`src/mscg_pkg.sv`:
```
// Shared types, constants and helpers for the multi-stop color gradient.
`timescale 1ns / 1ps

package mscg_pkg;

	localparam int STOP_COUNT = 16;
	localparam int IDX_W = $clog2(STOP_COUNT);
	localparam int CNT_W = $clog2(STOP_COUNT + 1);
	localparam int CHAN_W = 8;
	localparam int FRAC_BITS = 10;
	localparam int DIVIDEND_W = CHAN_W + FRAC_BITS;
	// Two quotient bits are retired per cycle.
	localparam int DIV_CYCLES = DIVIDEND_W / 2;
	localparam int STEP_W = $clog2(DIV_CYCLES + 1);
	localparam int PC_W = 5;
	localparam logic [PC_W-1:0] PC_RESET = 5'd2;
	localparam logic [PC_W-1:0] PC_MIN = 5'd2;

	typedef enum logic {
		OP_WRITE  = 1'b0,
		OP_SAMPLE = 1'b1
	} opcode_t;

	typedef struct packed {
		logic [CHAN_W-1:0] pos;
		logic [CHAN_W-1:0] red;
		logic [CHAN_W-1:0] green;
		logic [CHAN_W-1:0] blue;
	} stop_t;

	localparam int STOP_W = $bits(stop_t);

	typedef struct packed {
		opcode_t     opcode;
		logic [3:0]  stop_index;
		logic [7:0]  stop_pos;
		logic [7:0]  stop_red;
		logic [7:0]  stop_green;
		logic [7:0]  stop_blue;
		logic [7:0]  sample_pos;
	} req_t;

	typedef struct packed {
		logic [7:0] out_red;
		logic [7:0] out_green;
		logic [7:0] out_blue;
	} rsp_t;

	// Outcome of one segment search.
	typedef struct packed {
		logic  done;
		logic  s_found;
		logic  e_found;
		stop_t s_stop;
		stop_t e_stop;
	} scan_res_t;

	typedef enum logic [1:0] {
		ST_IDLE,
		ST_SCAN,
		ST_DIV,
		ST_HOLD
	} state_t;

	// Contents of a table entry that was never written.
	function automatic stop_t reset_stop(logic [IDX_W-1:0] idx);
		stop_t s;
		s = (idx == IDX_W'(1)) ? '1 : '0;
		return s;
	endfunction

endpackage

```
`src/multi_stop_color_gradient.sv`:
```
// Top level of the multi-stop color gradient: stop table, control and result register.
`timescale 1ns / 1ps

// The request channel (req_valid, req_ready, req) carries one beat per item.
// A write beat stores one color stop in the table and gives no response. A
// sample beat looks up the segment around sample_pos and returns one
// response beat (rsp_valid, rsp_ready, rsp) with the color.
//
// A sample walks the active stops through the table RAM, one entry per
// cycle, then three channel lanes divide the scaled color difference by the
// segment length two quotient bits per cycle. A sample below the first stop
// or at or past the last one skips the divide. One item is worked at a time:
// req_ready is high only while the control is idle, so a sample holds the
// input until the control returns to idle. The response sits in an output
// register. If the receiver stalls, a new item can still be accepted and
// worked; a finished sample then waits until the register frees up. cfg_we
// writes point_count at once; the user must assert it only while idle,
// which the block does not enforce. Reset restores black at 0 and white at
// 255 as stops 0 and 1, the other stops to zero, and point_count to 2; no
// clearing pass is needed.

module multi_stop_color_gradient (
	input  logic                       clk,
	input  logic                       arst_n,
	input  logic                       req_valid,
	output logic                       req_ready,
	input  mscg_pkg::req_t             req,
	output logic                       rsp_valid,
	input  logic                       rsp_ready,
	output mscg_pkg::rsp_t             rsp,
	input  logic                       cfg_we,
	input  logic [mscg_pkg::PC_W-1:0]  cfg_wdata
);

	mscg_pkg::state_t                  state_q;
	mscg_pkg::state_t                  state_d;
	logic [mscg_pkg::PC_W-1:0]         pc_q;
	logic [mscg_pkg::CNT_W-1:0]        active_n;
	logic [mscg_pkg::CHAN_W-1:0]       sample_q;
	logic [mscg_pkg::STOP_COUNT-1:0]   valid_q;
	logic [mscg_pkg::IDX_W-1:0]        rd_addr;
	logic [mscg_pkg::IDX_W-1:0]        rd_addr_s1;
	logic [mscg_pkg::STOP_W-1:0]       ram_rdata;
	mscg_pkg::stop_t                   rd_entry;
	mscg_pkg::stop_t                   wr_stop;
	mscg_pkg::scan_res_t               scan;
	mscg_pkg::rsp_t                    res_q;
	mscg_pkg::rsp_t                    rsp_q;
	logic                              rsp_valid_q;

	logic                              accept;
	logic                              wr_en;
	logic                              scan_start;
	logic                              lerp_start;
	logic                              direct;
	logic                              rsp_load;
	logic [2:0]                        lane_done;
	logic                              lanes_done;
	logic [mscg_pkg::CHAN_W-1:0]       span;
	logic [mscg_pkg::CHAN_W-1:0]       off;
	logic [mscg_pkg::CHAN_W-1:0]       lane_red;
	logic [mscg_pkg::CHAN_W-1:0]       lane_green;
	logic [mscg_pkg::CHAN_W-1:0]       lane_blue;
	mscg_pkg::stop_t                   edge_stop;

	assign req_ready = (state_q == mscg_pkg::ST_IDLE);
	assign accept    = req_valid && req_ready;
	assign wr_en     = accept && (req.opcode == mscg_pkg::OP_WRITE)
		&& (32'(req.stop_index) < mscg_pkg::STOP_COUNT);

	// Out-of-range stop counts act as the nearest legal value.
	always_comb begin
		if (pc_q < mscg_pkg::PC_MIN) begin
			active_n = mscg_pkg::CNT_W'(mscg_pkg::PC_MIN);
		end else if (32'(pc_q) > mscg_pkg::STOP_COUNT) begin
			active_n = mscg_pkg::CNT_W'(mscg_pkg::STOP_COUNT);
		end else begin
			active_n = mscg_pkg::CNT_W'(pc_q);
		end
	end

	assign wr_stop.pos   = req.stop_pos;
	assign wr_stop.red   = req.stop_red;
	assign wr_stop.green = req.stop_green;
	assign wr_stop.blue  = req.stop_blue;

	mscg_ram #(
		.WIDTH(mscg_pkg::STOP_W),
		.DEPTH(mscg_pkg::STOP_COUNT)
	) u_table (
		.clk  (clk),
		.we   (wr_en),
		.waddr(mscg_pkg::IDX_W'(req.stop_index)),
		.wdata(wr_stop),
		.raddr(rd_addr),
		.rdata(ram_rdata)
	);

	// An entry that was never written reads as its reset contents.
	assign rd_entry = valid_q[rd_addr_s1] ? mscg_pkg::stop_t'(ram_rdata)
		: mscg_pkg::reset_stop(rd_addr_s1);

	mscg_scan u_scan (
		.clk       (clk),
		.arst_n    (arst_n),
		.start     (scan_start),
		.count     (active_n),
		.sample_pos(sample_q),
		.rd_addr   (rd_addr),
		.rd_entry  (rd_entry),
		.res       (scan)
	);

	// All three lanes see the same segment geometry; the span is never zero here.
	assign span = scan.e_stop.pos - scan.s_stop.pos;
	assign off  = sample_q - scan.s_stop.pos;

	mscg_lerp u_lerp_red (
		.clk   (clk),
		.arst_n(arst_n),
		.start (lerp_start),
		.a     (scan.s_stop.red),
		.b     (scan.e_stop.red),
		.span  (span),
		.off   (off),
		.done  (lane_done[0]),
		.color (lane_red)
	);

	mscg_lerp u_lerp_green (
		.clk   (clk),
		.arst_n(arst_n),
		.start (lerp_start),
		.a     (scan.s_stop.green),
		.b     (scan.e_stop.green),
		.span  (span),
		.off   (off),
		.done  (lane_done[1]),
		.color (lane_green)
	);

	mscg_lerp u_lerp_blue (
		.clk   (clk),
		.arst_n(arst_n),
		.start (lerp_start),
		.a     (scan.s_stop.blue),
		.b     (scan.e_stop.blue),
		.span  (span),
		.off   (off),
		.done  (lane_done[2]),
		.color (lane_blue)
	);

	assign lanes_done = &lane_done;

	// Below the first stop the search finds no start, and the lowest stop
	// serves; at or past the last stop it finds no end, and the start serves.
	assign edge_stop = scan.s_found ? scan.s_stop : scan.e_stop;

	always_comb begin
		state_d    = state_q;
		scan_start = 1'b0;
		lerp_start = 1'b0;
		direct     = 1'b0;
		rsp_load   = 1'b0;
		case (state_q)
			mscg_pkg::ST_IDLE: begin
				if (accept && req.opcode == mscg_pkg::OP_SAMPLE) begin
					scan_start = 1'b1;
					state_d    = mscg_pkg::ST_SCAN;
				end
			end
			mscg_pkg::ST_SCAN: begin
				if (scan.done) begin
					if (scan.s_found && scan.e_found) begin
						lerp_start = 1'b1;
						state_d    = mscg_pkg::ST_DIV;
					end else begin
						direct  = 1'b1;
						state_d = mscg_pkg::ST_HOLD;
					end
				end
			end
			mscg_pkg::ST_DIV: begin
				if (lanes_done) begin
					state_d = mscg_pkg::ST_HOLD;
				end
			end
			mscg_pkg::ST_HOLD: begin
				if (!rsp_valid_q || rsp_ready) begin
					rsp_load = 1'b1;
					state_d  = mscg_pkg::ST_IDLE;
				end
			end
			default: begin
				state_d = mscg_pkg::ST_IDLE;
			end
		endcase
	end

	always_ff @(posedge clk or negedge arst_n) begin
		if (!arst_n) begin
			state_q     <= mscg_pkg::ST_IDLE;
			pc_q        <= mscg_pkg::PC_RESET;
			valid_q     <= '0;
			rsp_valid_q <= 1'b0;
		end else begin
			state_q <= state_d;
			if (cfg_we) begin
				pc_q <= cfg_wdata;
			end
			if (wr_en) begin
				valid_q[mscg_pkg::IDX_W'(req.stop_index)] <= 1'b1;
			end
			if (rsp_load) begin
				rsp_valid_q <= 1'b1;
			end else if (rsp_ready) begin
				rsp_valid_q <= 1'b0;
			end
		end
	end

	always_ff @(posedge clk) begin
		rd_addr_s1 <= rd_addr;
		if (scan_start) begin
			sample_q <= req.sample_pos;
		end
		if (direct) begin
			res_q.out_red   <= edge_stop.red;
			res_q.out_green <= edge_stop.green;
			res_q.out_blue  <= edge_stop.blue;
		end else if (state_q == mscg_pkg::ST_DIV && lanes_done) begin
			res_q.out_red   <= lane_red;
			res_q.out_green <= lane_green;
			res_q.out_blue  <= lane_blue;
		end
		if (rsp_load) begin
			rsp_q <= res_q;
		end
	end

	assign rsp_valid = rsp_valid_q;
	assign rsp       = rsp_q;

`ifndef NO_ASSERTIONS
	// An accepted sample always moves the control into the table walk.
	a_sample_starts_scan: assert property (@(posedge clk) disable iff (!arst_n)
		(req_valid && req_ready && req.opcode == mscg_pkg::OP_SAMPLE)
		|=> (state_q == mscg_pkg::ST_SCAN))
		else $error("sample beat did not start the table walk");

	// The table walk reports completion only while the control waits for it.
	a_scan_done_in_scan: assert property (@(posedge clk) disable iff (!arst_n)
		scan.done |-> (state_q == mscg_pkg::ST_SCAN))
		else $error("segment search finished outside the walk state");

	// The channel lanes finish together, and only during the divide phase.
	a_lanes_in_step: assert property (@(posedge clk) disable iff (!arst_n)
		(lane_done != 3'b000) |-> (lanes_done && state_q == mscg_pkg::ST_DIV))
		else $error("color lanes out of step or done outside divide phase");
`endif

endmodule

```
`src/mscg_ram.sv`:
```
// Generic single-write, single-read RAM with registered read data.
`timescale 1ns / 1ps

module mscg_ram #(
	parameter int WIDTH = 32,
	parameter int DEPTH = 16
) (
	input  logic                     clk,
	input  logic                     we,
	input  logic [$clog2(DEPTH)-1:0] waddr,
	input  logic [WIDTH-1:0]         wdata,
	input  logic [$clog2(DEPTH)-1:0] raddr,
	output logic [WIDTH-1:0]         rdata
);

	logic [WIDTH-1:0] mem_q [DEPTH];

	always_ff @(posedge clk) begin
		if (we) begin
			mem_q[waddr] <= wdata;
		end
		rdata <= mem_q[raddr];
	end

endmodule

```
`src/mscg_scan.sv`:
```
// Segment search: walks the active stops one per cycle and keeps the start and end stop.
`timescale 1ns / 1ps

module mscg_scan (
	input  logic                          clk,
	input  logic                          arst_n,
	input  logic                          start,
	input  logic [mscg_pkg::CNT_W-1:0]    count,
	input  logic [mscg_pkg::CHAN_W-1:0]   sample_pos,
	output logic [mscg_pkg::IDX_W-1:0]    rd_addr,
	input  mscg_pkg::stop_t               rd_entry,
	output mscg_pkg::scan_res_t           res
);

	logic                        busy_q;
	logic [mscg_pkg::CNT_W-1:0]  cnt_q;
	logic                        rd_s1;
	logic                        last_s1;
	logic                        done_q;
	logic                        s_found_q;
	logic                        e_found_q;
	mscg_pkg::stop_t             s_q;
	mscg_pkg::stop_t             e_q;
	logic                        at_last;

	assign at_last = (cnt_q == mscg_pkg::CNT_W'(count - 1'b1));
	assign rd_addr = cnt_q[mscg_pkg::IDX_W-1:0];

	always_ff @(posedge clk or negedge arst_n) begin
		if (!arst_n) begin
			busy_q    <= 1'b0;
			cnt_q     <= '0;
			rd_s1     <= 1'b0;
			last_s1   <= 1'b0;
			done_q    <= 1'b0;
			s_found_q <= 1'b0;
			e_found_q <= 1'b0;
		end else begin
			rd_s1   <= busy_q;
			last_s1 <= busy_q && at_last;
			done_q  <= rd_s1 && last_s1;
			if (start) begin
				busy_q    <= 1'b1;
				cnt_q     <= '0;
				s_found_q <= 1'b0;
				e_found_q <= 1'b0;
			end else begin
				if (busy_q) begin
					cnt_q <= cnt_q + 1'b1;
					if (at_last) begin
						busy_q <= 1'b0;
					end
				end
				if (rd_s1) begin
					if (rd_entry.pos <= sample_pos) begin
						if (!s_found_q || rd_entry.pos >= s_q.pos) begin
							s_found_q <= 1'b1;
						end
					end else if (!e_found_q || rd_entry.pos < e_q.pos) begin
						e_found_q <= 1'b1;
					end
				end
			end
		end
	end

	// Candidate stops; a later index wins a tie at the start, an earlier one at the end.
	always_ff @(posedge clk) begin
		if (rd_s1 && !start) begin
			if (rd_entry.pos <= sample_pos) begin
				if (!s_found_q || rd_entry.pos >= s_q.pos) begin
					s_q <= rd_entry;
				end
			end else if (!e_found_q || rd_entry.pos < e_q.pos) begin
				e_q <= rd_entry;
			end
		end
	end

	assign res.done    = done_q;
	assign res.s_found = s_found_q;
	assign res.e_found = e_found_q;
	assign res.s_stop  = s_q;
	assign res.e_stop  = e_q;

endmodule

```
`src/mscg_lerp.sv`:
```
// One color channel: digit-serial division of the scaled difference, fused with the offset multiply.
`timescale 1ns / 1ps

module mscg_lerp (
	input  logic                        clk,
	input  logic                        arst_n,
	input  logic                        start,
	input  logic [mscg_pkg::CHAN_W-1:0] a,
	input  logic [mscg_pkg::CHAN_W-1:0] b,
	input  logic [mscg_pkg::CHAN_W-1:0] span,
	input  logic [mscg_pkg::CHAN_W-1:0] off,
	output logic                        done,
	output logic [mscg_pkg::CHAN_W-1:0] color
);

	localparam int CW = mscg_pkg::CHAN_W;
	localparam int DW = mscg_pkg::DIVIDEND_W;
	localparam int FB = mscg_pkg::FRAC_BITS;

	logic                            busy_q;
	logic                            done_q;
	logic [mscg_pkg::STEP_W-1:0]     cnt_q;
	logic                            neg_q;
	logic [CW-1:0]                   a_q;
	logic [CW-1:0]                   span_q;
	logic [CW-1:0]                   off_q;
	logic [CW-1:0]                   r_q;
	logic [DW-1:0]                   div_q;
	logic [DW-1:0]                   acc_q;

	logic                            neg;
	logic [CW-1:0]                   mag;
	logic [CW:0]                     r1;
	logic [CW:0]                     r1n;
	logic [CW:0]                     r2;
	logic [CW:0]                     r2n;
	logic                            ge1;
	logic                            ge2;
	logic [DW-1:0]                   acc_nx;
	logic [DW:0]                     base;
	logic [DW:0]                     v;

	assign neg = (b < a);
	assign mag = neg ? (a - b) : (b - a);

	// Two restoring steps per cycle; each quotient bit folds into the
	// running product off * quotient, most significant bit first.
	always_comb begin
		r1     = {r_q, div_q[DW-1]};
		ge1    = (r1 >= {1'b0, span_q});
		r1n    = ge1 ? (r1 - {1'b0, span_q}) : r1;
		r2     = {r1n[CW-1:0], div_q[DW-2]};
		ge2    = (r2 >= {1'b0, span_q});
		r2n    = ge2 ? (r2 - {1'b0, span_q}) : r2;
		acc_nx = {acc_q[DW-3:0], 2'b00}
			+ (ge1 ? DW'({off_q, 1'b0}) : DW'(0))
			+ (ge2 ? DW'(off_q) : DW'(0));
	end

	always_ff @(posedge clk or negedge arst_n) begin
		if (!arst_n) begin
			busy_q <= 1'b0;
			done_q <= 1'b0;
			cnt_q  <= '0;
		end else begin
			done_q <= 1'b0;
			if (start) begin
				busy_q <= 1'b1;
				cnt_q  <= mscg_pkg::STEP_W'(mscg_pkg::DIV_CYCLES);
			end else if (busy_q) begin
				cnt_q <= cnt_q - 1'b1;
				if (cnt_q == mscg_pkg::STEP_W'(1)) begin
					busy_q <= 1'b0;
					done_q <= 1'b1;
				end
			end
		end
	end

	always_ff @(posedge clk) begin
		if (start) begin
			neg_q  <= neg;
			a_q    <= a;
			span_q <= span;
			off_q  <= off;
			r_q    <= '0;
			div_q  <= {mag, FB'(0)};
			acc_q  <= '0;
		end else if (busy_q) begin
			r_q   <= r2n[CW-1:0];
			div_q <= {div_q[DW-3:0], 2'b00};
			acc_q <= acc_nx;
		end
	end

	assign base  = {1'b0, a_q, FB'(0)};
	assign v     = neg_q ? (base - {1'b0, acc_q}) : (base + {1'b0, acc_q});
	assign color = v[DW-1:FB];
	assign done  = done_q;

endmodule
```
`config.mk`:
```
export PLATFORM = sky130hd
export DESIGN_NAME = multi_stop_color_gradient
export DESIGN_NICKNAME = d
export VERILOG_FILES = /design/src/mscg_pkg.sv /design/src/multi_stop_color_gradient.sv /design/src/mscg_ram.sv /design/src/mscg_scan.sv /design/src/mscg_lerp.sv
export SDC_FILE = /design/constraint.sdc
export NUM_CORES = 1
export LEC_CHECK = 0
export BUFFER_PORTS_ARGS = -buffer_cell sky130_fd_sc_hd__buf_2
export CAP_MARGIN = 10
export CELL_PAD_IN_SITES_DETAIL_PLACEMENT = 0
export CELL_PAD_IN_SITES_GLOBAL_PLACEMENT = 1
export CORE_ASPECT_RATIO = 1.1
export CORE_UTILIZATION = 53
export DETAILED_ROUTE_END_ITERATION = 10
export HOLD_SLACK_MARGIN = 0.06
export PLACE_DENSITY = 0.77
export REMOVE_ABC_BUFFERS = 1
export SYNTH_ARGS = -nofsm -noshare
export SYNTH_HDL_FRONTEND = slang
export SYNTH_HIERARCHICAL = 1
export SYNTH_SLANG_ARGS = --single-unit
```
`constraint.sdc`:
```
create_clock -name clk -period 8.61 [get_ports clk]
set_clock_uncertainty 0.1 [all_clocks]
set_input_delay 0.861 -clock clk [delete_from_list [all_inputs] [get_ports clk]]
set_output_delay 0.861 -clock clk [all_outputs]
set_load 0.02 [all_outputs]
```
==> impl_metrics.tcl, run 1 <==
set metrics [dict create \
    outcome "finished, final reports clean" \
    ys_warn_count 6 \
    gp_congestion 0.8609 \
    die_h_um 299.7 \
    num_vias 24860 \
    clock_latency_ns 0.67 \
    placement.io_buffers 80 \
    period_needed_ns 7.184 \
    rows 108 \
    ys_ff_latch 898 \
    synth_cells 3043 \
    ir_drop_mv 0.2476 \
    multiInputGateArea_um2 15770 \
    io_pins 81 \
    areaGrowthSynthToFinish_pct 10.91 \
    coreArea_um2 79320 \
    path_clk_slew_ns 0.06 \
    p_total_w 0.01821 \
    avgSynthCellArea_um2 14.03 \
    post-cts-setup-buffers 0 \
    grt_pass1_vias 25410 \
    grt.total_usage 0.2336 \
    synth.top_cell.area_share 0.5141 \
    leakagePower_nw 17.96 \
    arrival_ns 7.66 \
    finalHoldViolCount 0 \
    drive_above_1_share 0.1574 \
    routed_wl_um 94170 \
    hp-class "in2async" \
    powerDensity_nw_per_um2 384.6 \
    totalNegativeSetupSlack_ns 0 \
    seq_area_um2 25570 \
    cts.path.max_buffers 3 \
    synth_edf_count 731 \
    cp-end-kind "register" \
    setup_viol 0 \
    vias_per_cell 5.822 \
    start_kind "register" \
    maxSlewViolCount 0 \
    netlist_area_um2 42700 \
    grt_start_max_net_pins 70 \
    period_share 0.8344 \
    clkSinkCount 898 \
    ant_nets 0 \
    timing.fmax_mhz 139.2 \
    worst_pin_slew_ns 1.102 \
    fin_nets 3449 \
    wl_per_cell_um 22.06 \
    cts_buffers 93 \
    ys_async_sr_fraction 0.05902 \
    cap_violations 0 \
    synth_top_area_cell "edfxtp_1" \
    cts_root_buffer "clkbuf_16" \
    timing_worst_setup_path_type "reg2reg" \
    dieArea_um2 81700 \
    cts_hold_buffers 0 \
    start_util 0.5383 \
    drt_first_pass_iters 5 \
    htreeDepth 3 \
    synthTopCellsByArea "edfxtp_1, mux4_2, ha_1" \
    cts_tree "built" \
    drtIter0Drc 1815 \
    r2r_start "u_lerp_blue/span_q[2]" \
    drc 0 \
    die_w_um 272.6 \
    crit-reg2reg-capture "u_lerp_blue/acc_q[14]" \
    antenna_found_initial 11 \
    fillers 6046 \
    rsz0062_at_grt "no" \
    ys_seq_area_frac 0.5987 \
    synth_flop_cell "edfxtp_1" \
    grt_pass1_wl_um 145700 \
    worst_ep_required_time_ns 9.09 \
    crit_fanout 16 \
    ctsResizeCount 0 \
    r2r_setup_slack_ns 1.43 \
    maxSlewHeadroom 0.2600 \
    grt-ovfl-total 0 \
    hpwl_um 59300 \
    rr_worst_depth 24 \
    yosysUniqueCellTypes 101 \
]
per-stage QoR:
stage | area [µm²] | setup slack, ns | instances | util | hold slack, ns
floorplan | 42070 | -2.724 | 2924 | - | 0.3003
global placement | 44280 | 1.450 | 4092 | 0.5582 | 0.3030
detailed placement | 44280 | 1.348 | 4092 | 0.5582 | 0.3054
CTS | 47350 | 1.380 | 4266 | 0.5969 | 0.2509
global route | 47350 | 0.7953 | 4268 | 0.5970 | 0.2540
finish | 47350 | 1.426 | 4269 | 0.5970 | 0.2459
placed cells by master (no fill, tap or decap), types with 50 or more instances in the layout:
cell / Yosys / routed
nand2_1: 145 / 145
a22oi_1: 68 / 68
a21oi_1: 141 / 140
edfxtp_1: 731 / 731
clkbuf_16: 0 / 94
xnor2_1: 109 / 109
dfxtp_1: 114 / 114
nor2_1: 182 / 168
mux2i_1: 57 / 57
mux4_2: 129 / 129
buf_2: 12 / 80
dfrtp_1: 52 / 50
a21o_1: 79 / 79
ha_1: 214 / 214
inv_1: 240 / 240
worst max-delay path by stage:
stage	start	end	slack, ns	depth (start not counted)
after floorplan	u_scan/s_found_q	u_lerp_green/acc_q[9]	-2.72	6
after global placement	u_lerp_blue/span_q[2]	u_lerp_blue/acc_q[16]	1.45	24
after detailed placement	u_lerp_blue/span_q[2]	u_lerp_blue/acc_q[12]	1.35	24
after CTS	u_lerp_blue/span_q[2]	u_lerp_blue/acc_q[12]	1.38	24
after global routing	u_lerp_blue/span_q[2]	u_lerp_blue/acc_q[14]	0.80	24
final	u_lerp_blue/span_q[2]	u_lerp_blue/acc_q[14]	1.43	24
critical path: stages (launching register included):
cell       delay (ns)
edfxtp_1         0.33
inv_1            0.06
ha_1             0.38
a21oi_2          0.18
nand2_1          0.11
o31a_1           0.35
or2_1            0.46
a21oi_1          0.39
ha_1             0.31
nor2b_1          0.15
o31a_1           0.28
o32ai_1          0.40
o21ai_0          0.20
a211o_1          0.29
and2_1           0.17
fa_1             0.43
ha_1             0.24
fa_1             0.41
a21o_1           0.19
a21oi_1          0.21
o21bai_1         0.11
a2111oi_1        0.80
nor4_1           0.15
xnor2_1          0.16
a211oi_1         0.23
power breakdown:
part	internal [W]	leakage (nW)	switching, W
Combinational	0.00341	8.26	0.00467
Sequential	0.00560	8.22	0.000573
Clock	0.00227	1.49	0.00170
cell families (layout without fill, tap and decap cells):
group | Yosys count | in the layout | synth area share
compound gates | 570 | 570 | 0.09369
xor+xnor | 140 | 140 | 0.02872
fa+ha+maj | 252 | 252 | 0.08053
buf+inv | 360 | 538 | 0.03587
flops | 898 | 898 | 0.5987
mux | 226 | 226 | 0.09319
other cells | 0 | 3 | 0
simple gates | 597 | 597 | 0.06934
Yosys cell counts (all sizes together), types with 31 or more instances:
library cell	instances
a22oi	68
a21oi	146
mux4	131
edfxtp	731
o21bai	33
o21ai	61
nand2b	34
buf	58
mux2	37
a211oi	43
mux2i	58
xor2	31
nor3	34
dfxtp	114
nand2	149
a21o	81
dfrtp	52
nor2b	34
nor2	182
inv	240
xnor2	109
clkbuf	61
nand3	36
fa	38
ha	214
cell type report:
type / count / area share
Multi-Input combinational cell: 1785 / 0.3331
Tap cell: 1045 / 0.02761
Clock buffer: 128 / 0.05448
Antenna cell: 3 / 0.0001585
Inverter: 241 / 0.01910
Sequential cell: 898 / 0.5399
Clock inverter: 46 / 0.01033
Timing Repair Buffer: 123 / 0.01527
registers in the layout (all words and copies together), names as in the netlist, 16 cells and up:
signal and cells:
u_lerp_blue/acc_q 18, rsp 24, u_lerp_green/acc_q 18, u_lerp_red/acc_q 18, valid_q 16, u_table/rdata 32, u_table/mem_q 512, res_q 24
u_scan/res 64
per-layer routing:
metal | vias to the layer above | track usage | routed length (µm)
li1 | 11590 | - | -
met1 | 12550 | 0.3047 | 39900
met2 | 548 | 0.4015 | 47690
met3 | 150 | 0.03997 | 4461
met4 | 14 | 0.06554 | 2023
met5 | - | 0 | 85
No activity file was read; power rests on OpenSTA's default activity.
==> inputs of run 2 (changes only) <==
--- a/config.mk
+++ b/config.mk
@@ -5,15 +5,16 @@
 export SDC_FILE = /design/constraint.sdc
 export NUM_CORES = 1
 export LEC_CHECK = 0
+export ABC_AREA = 1
 export BUFFER_PORTS_ARGS = -buffer_cell sky130_fd_sc_hd__buf_2
 export CAP_MARGIN = 10
 export CELL_PAD_IN_SITES_DETAIL_PLACEMENT = 0
 export CELL_PAD_IN_SITES_GLOBAL_PLACEMENT = 1
 export CORE_ASPECT_RATIO = 1.1
-export CORE_UTILIZATION = 53
+export CORE_UTILIZATION = 45
 export DETAILED_ROUTE_END_ITERATION = 10
 export HOLD_SLACK_MARGIN = 0.06
-export PLACE_DENSITY = 0.77
+export PLACE_DENSITY = 0.74
 export REMOVE_ABC_BUFFERS = 1
 export SYNTH_ARGS = -nofsm -noshare
 export SYNTH_HDL_FRONTEND = slang
==> constraint.sdc (replaced) <==
create_clock -name clk -period 5.9 [get_ports clk]
set_clock_uncertainty 0.1 [all_clocks]
set_input_delay 0.59 -clock clk [delete_from_list [all_inputs] [get_ports clk]]
set_output_delay 0.59 -clock clk [all_outputs]
set_load 0.02 [all_outputs]
==> run 2 against run 1 <==
  * Largest power group is now registers
  * Highest routed layer unchanged
  * Die area rose by 30%
  * Count of clock-buffer cells in the layout fell by 9
  * Core utilization fell by 9.8 points
  * Via count rose by 33%
  * Final area rose by 9.6%
  * Largest cell class unchanged
==> impl_metrics.tcl, run 2 <==
set metrics [dict create \
    outcome "finished, final reports clean" \
    ant_nets 0 \
    routed_wl_um 115100 \
    crit_fanout 20 \
    grt-ovfl-total 0 \
    period_needed_ns 5.392 \
    ys_ff_latch 898 \
    timing_worst_setup_path_type "reg2reg" \
    hold_start "cfg_wdata[4]" \
    crit_buf_inv 4 \
    synth_top_family_by_area "simple AND/OR/NAND/NOR gates" \
    start_util 0.4535 \
    gp_congestion 0.8814 \
    top_register "u_table/mem_q" \
    cts_root_buffer "clkbuf_16" \
    clock_latency_ns 0.67 \
    synth_commonest_cells "nand2_1, inv_1, edfxtp_1" \
    period_share 0.9139 \
    coreArea_um2 104000 \
    cts_buffers 97 \
    dp_slack_ns 0.4280 \
    crit_slowest_cell "fa_1" \
    synthTopCellsByArea "edfxtp_1, nand2_1, inv_1" \
    grt.total_usage 0.2179 \
    cp-end-kind "register" \
    finalHoldViolCount 0 \
    critPathLaunch "u_lerp_green/span_q[5]" \
    htreeDepth 3 \
    synth.most_common_cell "nand2_1" \
    leakagePower_nw 23.87 \
    r2r_start "u_lerp_green/span_q[5]" \
    finalInstanceArea_um2 51910 \
    maxSlewViolCount 0 \
    dieArea_um2 106100 \
    synth_edf_count 731 \
    ys_warn_count 6 \
    timing.fmax_mhz 185.5 \
    cap_violations 0 \
    ir_drop_mv 0.5287 \
    drc 0 \
    worst_pin_slew_ns 1.190 \
    cp_slowest_stage_delay_ns 0.44 \
    layout_common_cells "nand2_1, inv_1, edfxtp_1" \
    wl_per_cell_um 17.42 \
    final_core_utilization 0.4994 \
    grt_pass1_vias 32020 \
    path_clk_slew_ns 0.06 \
    synth_compound_area_frac 0.05553 \
    drtIter0Drc 2394 \
    synth_flop_cell "edfxtp_1" \
    synth_mux_area_frac 0 \
    cts_tree "built" \
    netlist_area_um2 47140 \
    grt_start_max_net_pins 173 \
    ctsResizeCount 0 \
    largest_register_ff_count 512 \
    placed_area_um2 48560 \
    vias_per_cell 5.013 \
    layout_commonest_cell "nand2_1" \
    cts.path.max_buffers 3 \
    hold_ws_ns 0.1091 \
    synth_fa_ha_area_frac 0.07294 \
    rows 124 \
    start_kind "register" \
    maxSlewHeadroom 0.2068 \
    die_w_um 310.6 \
    areaGrowthSynthToFinish_pct 10.12 \
    path_delay_family "simple AND/OR/NAND/NOR gates" \
    powerDensity_nw_per_um2 359.9 \
    rsz0062_at_grt "no" \
    synth_top_area_cell "edfxtp_1" \
    synth.top_cell.area_share 0.4657 \
    totalNegativeSetupSlack_ns 0 \
    yosysUniqueCellTypes 59 \
    yosys.area_share.simple 0.2162 \
    worst_ep_required_time_ns 6.32 \
    setup_ws_ns 0.5079 \
    die_h_um 341.5 \
    arrival_ns 5.81 \
    drive_above_1_share 0.08483 \
    placement.io_buffers 80 \
    ys_seq_area_frac 0.5422 \
    synth_cells 5075 \
    num_vias 33130 \
    antenna_found_initial 13 \
    synth-xor-area-share 0.01728 \
    hp-class "in2reg" \
    clkSinkCount 898 \
    drt_first_pass_iters 5 \
    avgSynthCellArea_um2 9.288 \
    setup_viol 0 \
    grt_pass1_wl_um 180900 \
    io_pins 81 \
    fin_nets 5447 \
    hpwl_um 75220 \
    fillers 9748 \
    path_common_cell "nand2_1" \
    ys_async_sr_fraction 0.05902 \
]
==> run 2: cell types whose count changed after synthesis, sizes merged, moves of 37 or more <==
cell	change
a211oi	-41
mux2	-37
mux4	-131
nand2	+1292
inv	+640
a21o	-63
buf	+74
a22oi	-68
mux2i	-58
nand3	+561
xnor2	-74
o21ai	+129
==> run 2: final timing paths <==
path                       cells after the start  slack (ns)                     end
max                                           33        0.51  u_lerp_green/acc_q[14]
min                                            3        0.11                 pc_q[4]
min in group asynchronous                      3        0.55             valid_q[13]
min reg2reg                                    0        0.32                  rsp[3]
max in group asynchronous                      3        4.55         u_scan/cnt_q[0]
max reg2reg                                   33        0.51  u_lerp_green/acc_q[14]
==> run 2: metal layers <==
| layer | up-vias | GRT usage | wire length (µm) |
|---|---|---|---|
| met5 | - | 0 | 57 |
| met4 | 10 | 0.05972 | 2485 |
| met3 | 166 | 0.03000 | 5612 |
| met2 | 711 | 0.3789 | 56580 |
| met1 | 15560 | 0.2840 | 50400 |
| li1 | 16690 | - | - |
==> run 2: logic make-up (layout without fill, tap and decap cells) <==
family	Yosys count	in the layout
adders and majority gates	252	252
xor gates and xnor gates	93	93
AOI/OAI and AO/OA	456	456
DFF	898	898
buffers and inverters	1058	1205
and+or+nand+nor	2318	2318
other	0	1
==> run 2: metrics by stage <==
| step | total power [W] | cells |
|---|---|---|
| final | 0.01868 | 6609 |
| after global routing | 0.01974 | 6609 |
| after CTS | 0.01889 | 6599 |
| after detailed placement | 0.01283 | 6406 |
| after global placement | 0.01278 | 6406 |
| after floorplan | 0.01125 | 4897 |
==> run 2: cell type report <==
| cell class | count | area [µm²] | share of cell area |
|---|---|---|---|
| sequential | 898 | 25570 | 0.4926 |
| multi-input combinational | 3119 | 17210 | 0.3315 |
| inverter | 880 | 3313 | 0.06383 |
| clock buffer | 119 | 2550 | 0.04912 |
| tap | 1386 | 1734 | 0.03341 |
| timing repair buffer | 144 | 935.9 | 0.01803 |
| clock inverter | 62 | 593.1 | 0.01142 |
| antenna | 1 | 2.502 | 0.00004821 |
==> run 2: repair_timing <==
| item | in CTS | in global routing |
|---|---|---|
| hold buffers | 12 | 0 |
| hold endpoints to repair | 63 | 0 |
| setup buffers | 0 | 9 |
| endpoints found under the setup margin | 0 | 3 |
==> run 2: tightest hold or removal path, delay by kind of cell <==
family                 cells  cell delay (ns)
AO/OA/AOI/OAI              1             0.09
AND/OR/NAND/NOR            1             0.08
buffers and inverters      1             0.08
==> run 2: power by group <==
part | switching (W) | internal [W] | total (W)
combinational | 0.00353 | 0.00153 | 0.00506
sequential | 0.000298 | 0.00731 | 0.00761
clock | 0.00256 | 0.00345 | 0.00601
total | 0.00639 | 0.0123 | 0.0187
